===== src/hw/rtl/psc_pkg.sv =====
package psc_pkg;

    typedef logic [2:0] cfg_index_t;

    localparam cfg_index_t CFG_GAIN_P       = 3'd0;
    localparam cfg_index_t CFG_GAIN_I       = 3'd1;
    localparam cfg_index_t CFG_GAIN_D       = 3'd2;
    localparam cfg_index_t CFG_OUTPUT_MAX   = 3'd3;
    localparam cfg_index_t CFG_OUTPUT_MIN   = 3'd4;
    localparam cfg_index_t CFG_WINDUP_LIMIT = 3'd5;

    typedef struct packed {
        logic [15:0]        gain_p;
        logic [15:0]        gain_i;
        logic [15:0]        gain_d;
        logic signed [15:0] output_max;
        logic signed [15:0] output_min;
        logic [14:0]        windup_limit;
    } psc_cfg_t;

    localparam logic [15:0]        RESET_GAIN_P       = 16'd41;
    localparam logic [15:0]        RESET_GAIN_I       = 16'd410;
    localparam logic [15:0]        RESET_GAIN_D       = 16'd3072;
    localparam logic signed [15:0] RESET_OUTPUT_MAX   = 16'sd2304;
    localparam logic signed [15:0] RESET_OUTPUT_MIN   = -16'sd2304;
    localparam logic [14:0]        RESET_WINDUP_LIMIT = 15'd1280;

endpackage


===== src/hw/rtl/psc_cfg_regs.sv =====
module psc_cfg_regs (
    input  logic                clk,
    input  logic                rst_n,
    input  logic                cfg_valid,
    input  psc_pkg::cfg_index_t cfg_index,
    input  logic [15:0]         cfg_data,
    output psc_pkg::psc_cfg_t   cfg
);
    import psc_pkg::*;

    psc_cfg_t cfg_reg;
    psc_cfg_t cfg_next;

    always_comb
    begin
        cfg_next = cfg_reg;
        if (cfg_valid)
        begin
            unique case (cfg_index)
                CFG_GAIN_P:       cfg_next.gain_p       = cfg_data;
                CFG_GAIN_I:       cfg_next.gain_i       = cfg_data;
                CFG_GAIN_D:       cfg_next.gain_d       = cfg_data;
                CFG_OUTPUT_MAX:   cfg_next.output_max   = $signed(cfg_data);
                CFG_OUTPUT_MIN:   cfg_next.output_min   = $signed(cfg_data);
                CFG_WINDUP_LIMIT: cfg_next.windup_limit = cfg_data[14:0];
                default:          cfg_next = cfg_reg;
            endcase
        end
    end

    always_ff @(posedge clk or negedge rst_n)
    begin
        if (!rst_n)
        begin
            cfg_reg.gain_p       <= RESET_GAIN_P;
            cfg_reg.gain_i       <= RESET_GAIN_I;
            cfg_reg.gain_d       <= RESET_GAIN_D;
            cfg_reg.output_max   <= RESET_OUTPUT_MAX;
            cfg_reg.output_min   <= RESET_OUTPUT_MIN;
            cfg_reg.windup_limit <= RESET_WINDUP_LIMIT;
        end
        else
        begin
            cfg_reg <= cfg_next;
        end
    end

    assign cfg = cfg_reg;

endmodule


===== src/hw/rtl/psc_datapath.sv =====
module psc_datapath (
    input  logic               clk,
    input  logic               rst_n,
    input  logic               step,
    input  psc_pkg::psc_cfg_t  cfg,
    input  logic signed [15:0] target_speed,
    input  logic signed [15:0] measured_speed,
    output logic signed [15:0] drive_next,
    output logic               clamped_next
);
    import psc_pkg::*;

    logic signed [16:0] last_error_reg;
    logic signed [31:0] error_sum_reg;
    logic signed [15:0] last_drive_reg;

    logic signed [16:0] err;
    logic signed [32:0] sum_wide;
    logic signed [31:0] sum_next;
    logic signed [17:0] diff;
    logic signed [33:0] p_prod;
    logic signed [48:0] i_prod;
    logic signed [34:0] d_prod;
    logic signed [50:0] p_ext;
    logic signed [50:0] i_ext;
    logic signed [50:0] d_ext;
    logic signed [50:0] acc;
    logic signed [50:0] rounded;
    logic signed [38:0] value;
    logic signed [38:0] max_ext;
    logic signed [38:0] min_ext;
    logic signed [38:0] after_max;
    logic signed [38:0] after_min;
    logic signed [16:0] last_drive_ext;
    logic [16:0]        last_mag;
    logic               use_integral;
    logic               clip_max;
    logic               clip_min;

    always_comb
    begin
        err      = $signed({target_speed[15], target_speed})
                 - $signed({measured_speed[15], measured_speed});
        sum_wide = $signed({error_sum_reg[31], error_sum_reg})
                 + $signed({{16{err[16]}}, err});
        if (sum_wide[32] != sum_wide[31])
        begin
            sum_next = sum_wide[32] ? {1'b1, 31'd0} : {1'b0, {31{1'b1}}};
        end
        else
        begin
            sum_next = sum_wide[31:0];
        end

        diff = $signed({err[16], err}) - $signed({last_error_reg[16], last_error_reg});

        p_prod = $signed({1'b0, cfg.gain_p}) * err;
        i_prod = $signed({1'b0, cfg.gain_i}) * sum_next;
        d_prod = $signed({1'b0, cfg.gain_d}) * diff;

        // The integral term is dropped when the previous drive was beyond the limit.
        last_drive_ext = $signed({last_drive_reg[15], last_drive_reg});
        last_mag       = last_drive_reg[15] ? (17'd0 - last_drive_ext) : last_drive_ext;
        use_integral   = (last_mag <= {2'b00, cfg.windup_limit});

        p_ext = $signed({{17{p_prod[33]}}, p_prod});
        i_ext = use_integral ? $signed({{2{i_prod[48]}}, i_prod}) : '0;
        d_ext = $signed({{16{d_prod[34]}}, d_prod});
        acc   = p_ext + i_ext + d_ext;

        // Round to nearest with ties toward plus infinity.
        rounded = acc + 51'sd2048;
        value   = rounded[50:12];

        max_ext   = $signed({{23{cfg.output_max[15]}}, cfg.output_max});
        min_ext   = $signed({{23{cfg.output_min[15]}}, cfg.output_min});
        clip_max  = (value > max_ext);
        after_max = clip_max ? max_ext : value;
        clip_min  = (after_max < min_ext);
        after_min = clip_min ? min_ext : after_max;

        drive_next   = after_min[15:0];
        clamped_next = clip_max | clip_min;
    end

    always_ff @(posedge clk or negedge rst_n)
    begin
        if (!rst_n)
        begin
            last_error_reg <= '0;
            error_sum_reg  <= '0;
            last_drive_reg <= '0;
        end
        else if (step)
        begin
            last_error_reg <= err;
            error_sum_reg  <= sum_next;
            last_drive_reg <= drive_next;
        end
    end

endmodule


===== src/hw/rtl/pid_speed_controller_unit.sv =====
// Positional PID speed controller with conditional integration. Each input
// transaction carries a target and a measured speed in signed Q8.8 and yields
// exactly one output transaction with the clamped drive and a clamp flag. The
// block accepts one transaction per cycle while the output is not stalled;
// each is held in the input register, then the combinational datapath updates
// the error sum, the last error and the last drive before the next item is
// processed and feeds the output register. Gains and limits come from six
// configuration registers, which are always ready and should be written only
// while no transaction is in flight; an unknown register index is ignored.
module pid_speed_controller_unit (
    input  logic                clk,
    input  logic                rst_n,
    input  logic                in_valid,
    output logic                in_ready,
    input  logic signed [15:0]  target_speed,
    input  logic signed [15:0]  measured_speed,
    output logic                out_valid,
    input  logic                out_ready,
    output logic signed [15:0]  drive,
    output logic                clamped,
    input  logic                cfg_valid,
    output logic                cfg_ready,
    input  psc_pkg::cfg_index_t cfg_index,
    input  logic [15:0]         cfg_data
);
    import psc_pkg::*;

    psc_cfg_t cfg;

    logic               in_valid_reg;
    logic signed [15:0] target_reg;
    logic signed [15:0] measured_reg;
    logic               out_valid_reg;
    logic signed [15:0] drive_reg;
    logic               clamped_reg;
    logic               step;
    logic signed [15:0] drive_next;
    logic               clamped_next;

    assign cfg_ready = 1'b1;
    assign step      = in_valid_reg && (!out_valid_reg || out_ready);
    assign in_ready  = !in_valid_reg || step;

    psc_cfg_regs u_cfg (
        .clk       (clk),
        .rst_n     (rst_n),
        .cfg_valid (cfg_valid),
        .cfg_index (cfg_index),
        .cfg_data  (cfg_data),
        .cfg       (cfg)
    );

    psc_datapath u_dp (
        .clk            (clk),
        .rst_n          (rst_n),
        .step           (step),
        .cfg            (cfg),
        .target_speed   (target_reg),
        .measured_speed (measured_reg),
        .drive_next     (drive_next),
        .clamped_next   (clamped_next)
    );

    always_ff @(posedge clk or negedge rst_n)
    begin
        if (!rst_n)
        begin
            in_valid_reg  <= 1'b0;
            out_valid_reg <= 1'b0;
        end
        else
        begin
            if (in_ready)
            begin
                in_valid_reg <= in_valid;
            end
            if (step)
            begin
                out_valid_reg <= 1'b1;
            end
            else if (out_ready)
            begin
                out_valid_reg <= 1'b0;
            end
        end
    end

    always_ff @(posedge clk)
    begin
        if (in_valid && in_ready)
        begin
            target_reg   <= target_speed;
            measured_reg <= measured_speed;
        end
        if (step)
        begin
            drive_reg   <= drive_next;
            clamped_reg <= clamped_next;
        end
    end

    assign out_valid = out_valid_reg;
    assign drive     = drive_reg;
    assign clamped   = clamped_reg;

endmodule


===== config.mk =====
export PLATFORM = sky130hd
export DESIGN_NAME = pid_speed_controller_unit
export DESIGN_NICKNAME = d
export VERILOG_FILES = /design/src/hw/rtl/psc_pkg.sv /design/src/hw/rtl/psc_cfg_regs.sv /design/src/hw/rtl/psc_datapath.sv /design/src/hw/rtl/pid_speed_controller_unit.sv
export SDC_FILE = /design/constraint.sdc
export NUM_CORES = 2
export LEC_CHECK = 0
export ABC_AREA = 1
export ABC_CLOCK_PERIOD_IN_PS = 22400
export BUFFER_PORTS_ARGS = -buffer_cell sky130_fd_sc_hd__buf_2
export CORE_MARGIN = 5
export CORE_UTILIZATION = 50
export DETAILED_ROUTE_END_ITERATION = 16
export PLACE_DENSITY = 0.62
export SLEW_MARGIN = 20
export SYNTH_ARGS = -nofsm -noshare
export SYNTH_HDL_FRONTEND = slang
export SYNTH_SLANG_ARGS = --single-unit

===== constraint.sdc =====
create_clock -name clk -period 22.4 [get_ports clk]
set_input_delay 4.48 -clock clk [delete_from_list [all_inputs] [get_ports clk]]
set_output_delay 4.48 -clock clk [all_outputs]
set_load 0.005 [all_outputs]

==> impl_metrics.tcl <==
set metrics [dict create \
    chipWidth_um 343.2 \
    cts_made_buffers 27 \
    chipHeight_um 343.2 \
    yosys_warnings 0 \
    final_cell_area_mm2 0.05845 \
    first_global_vias 45970 \
    setup_viol 0 \
    hpwl_mm 144.2 \
    rows 122 \
    maxSlewViolCount 0 \
    clock_tree.root_cell "clkbuf_16" \
    fin_worst_skew_ns 0.02428 \
    fin_cells 8231 \
    hold_violations 0 \
    period_share_pct 94.64 \
    insertion_delay_ns 0.61 \
    slew_headroom_pct 23.10 \
    maxCapViolCount 0 \
    placed_area_mm2 0.05738 \
    wl_per_cell_um 20.70 \
    wirelength_mm 170.4 \
    critPathMaxFanout 24 \
    crit_type "flop to flop" \
    ios 76 \
    grt_max_degree 78 \
    tightestPinTransition_ns 1.141 \
    post_synth.cell_area_avg_um2 8.243 \
    ys.flop_type "dfrtp_1" \
    initialDrtViolationCount 3511 \
    required_ns 22.75 \
    cp_top_family "adder cells" \
    hp-class "flop to flop" \
    critPathMaxStageDelay_ns 0.60 \
    ys_ff_latch 211 \
    globalplace.congestion 0.9857 \
    viasPerCell 5.310 \
    arrival_ns 21.55 \
    period_needed_ns 21.20 \
    synthesis.instances 6733 \
    synth_cell_types 61 \
    clkSinkCount 211 \
    grtUsageTotal_pct 29.69 \
    final_util_pct 52.89 \
    yosysSeqAreaShare_pct 10.00 \
    largest_reg_flops 95 \
    cts_hold_buffers 0 \
    async_flop_share_pct 76.78 \
    portBuffers 74 \
    crit_slowest_cell "fa_1" \
    yosysMostFrequentCell "inv_1" \
    cts_tree "yes" \
    core_area_mm2 0.1105 \
    synth_common_cells "1726 x inv_1, 1235 x nand2_1, 1139 x fa_1" \
    grt_pass1_wl_mm 267.1 \
    synth_top_area_cell "fa_1" \
    drt-pass1-iter-count 6 \
    vias 43700 \
    drtAntennaViolNets 0 \
    cp-start-kind "flop" \
    antenna_found_initial 9 \
    status "finished clean" \
    drc 0 \
    endpoint_kind "flop" \
    nets 8430 \
    syn-num-nets 8444 \
    timing.fmax_mhz 47.17 \
    cts_max_level 1 \
    drive_gt1_share_pct 4.777 \
    clk_pin_slew_ns 0.06 \
    synthToLayoutAreaGrowth_pct 5.307 \
    grt-ovfl-total 0 \
    critPathMostFrequentCell "nand2_1" \
    synth_edf_count 49 \
    cts_max_path_buffers 3 \
    synth_top_area_share_pct 41.08 \
    syn_area_mm2 0.05550 \
    placedCellCount 8170 \
    die-area_mm2 0.1178 \
    cp_num_buf_inv 15 \
    start_util_pct 50.22 \
    ys_top_cells_by_area "fa_1 41%, inv_1 12%, ha_1 12%" \
]
-- what timing repair did --
item                       CTS  global route
setup endpoints to repair    0            33
resized for setup            0            30
hold endpoints to repair     0             0
buffers inserted             0             7
-- path summary, 6_finish.rpt --
path / from / endpoint / slack (ns) / cells past startpoint
max: target_reg[2]$_DFFE_PP_ / drive[15]$_DFFE_PP_ / 1.20 / 98
min: u_dp.last_error_reg[8]$_DFFE_PN0P_ / u_dp.last_error_reg[8]$_DFFE_PN0P_ / 0.49 / 2
max reg2reg: target_reg[2]$_DFFE_PP_ / drive[15]$_DFFE_PP_ / 1.20 / 98
min reg2reg: u_dp.last_error_reg[8]$_DFFE_PN0P_ / u_dp.last_error_reg[8]$_DFFE_PN0P_ / 0.49 / 2
max in group asynchronous: rst_n / u_dp.error_sum_reg[12]$_DFFE_PN0P_ / 17.15 / 2
min in group asynchronous: rst_n / u_cfg.cfg[15]$_DFFE_PN0P_ / 3.87 / 1
-- cells by family (layout without fill, tap and decap cells) --
logic type               count (synthesis)  after routing  synth area share, %
XOR/XNOR                               104            104                1.675
AO/OA/AOI/OAI                          666            666                6.616
flip-flops                             211            211                10.00
other                                    1              4             0.006756
buffers and inverters                 1951           1958                13.48
adder cells (fa/ha/maj)               1655           1655                52.71
AND/OR/NAND/NOR                       2145           2145                15.50
-- routing by layer --
layer / up-vias / GRT usage [%] / routed length [um]
met5: - / 0 / 0
met4: 0 / 9.113 / 6587
met3: 272 / 4.895 / 13330
met2: 1599 / 49.52 / 80810
met1: 21910 / 40.06 / 69640
li1: 19930 / - / -
-- per-stage QoR --
| stage | hold WS, ns | setup TNS, ns | setup slack [ns] |
|---|---|---|---|
| after floorplan | 0.4530 | 0 | 3.835 |
| after detailed placement | 0.4747 | 0 | 0.7078 |
| after CTS | 0.4894 | 0 | 0.6782 |
| after global routing | 0.5042 | -1.561 | -0.1306 |
| after global placement | 0.4681 | 0 | 0.7621 |
| final | 0.4887 | 0 | 1.200 |
-- placed cells by master (no fill, tap or decap), drive strengths merged, types with 3 or more instances in the layout --
cell         n
a211oi       9
a21boi      10
a21o        10
a21oi      258
a31oi       40
and2        17
and3         3
buf        146
clkbuf      37
clkinv      21
clkinvlp     8
dfrtp      141
dfstp       21
diode        3
edfxtp      49
fa        1139
ha         516
inv       1744
nand2     1263
nand3      106
nand3b       4
nand4       36
nor2       657
nor3        30
nor4         7
o2111ai      3
o211ai       9
o21a        16
o21ai      282
o21bai       5
o221ai       7
o31ai        5
or2         21
xnor2       46
xor2        58
-- area by class of cell --
cell class / count / area (um^2)
timing repair inverter: 1 / 7.507
fill: 10640 / 52070
clock buffer: 37 / 753.2
tap: 1488 / 1862
inverter: 1761 / 6638
timing repair buffer: 146 / 920.9
antenna: 3 / 7.507
sequential: 211 / 5552
multi-input combinational: 4571 / 42590
clock inverter: 13 / 122.6
-- worst reg2reg max path, delay by kind of cell (launching register included) --
kind / cells / cell delay [ns]
AO/OA/AOI/OAI: 20 / 3.98
XOR/XNOR: 3 / 0.67
adder cells (fa/ha/maj): 21 / 9.56
buffers and inverters: 15 / 2.06
flip-flops: 1 / 0.36
AND/OR/NAND/NOR: 39 / 4.38
Power is not shown: default switching activity piles up to over one toggle a cycle in this logic, so the estimate is an artifact.
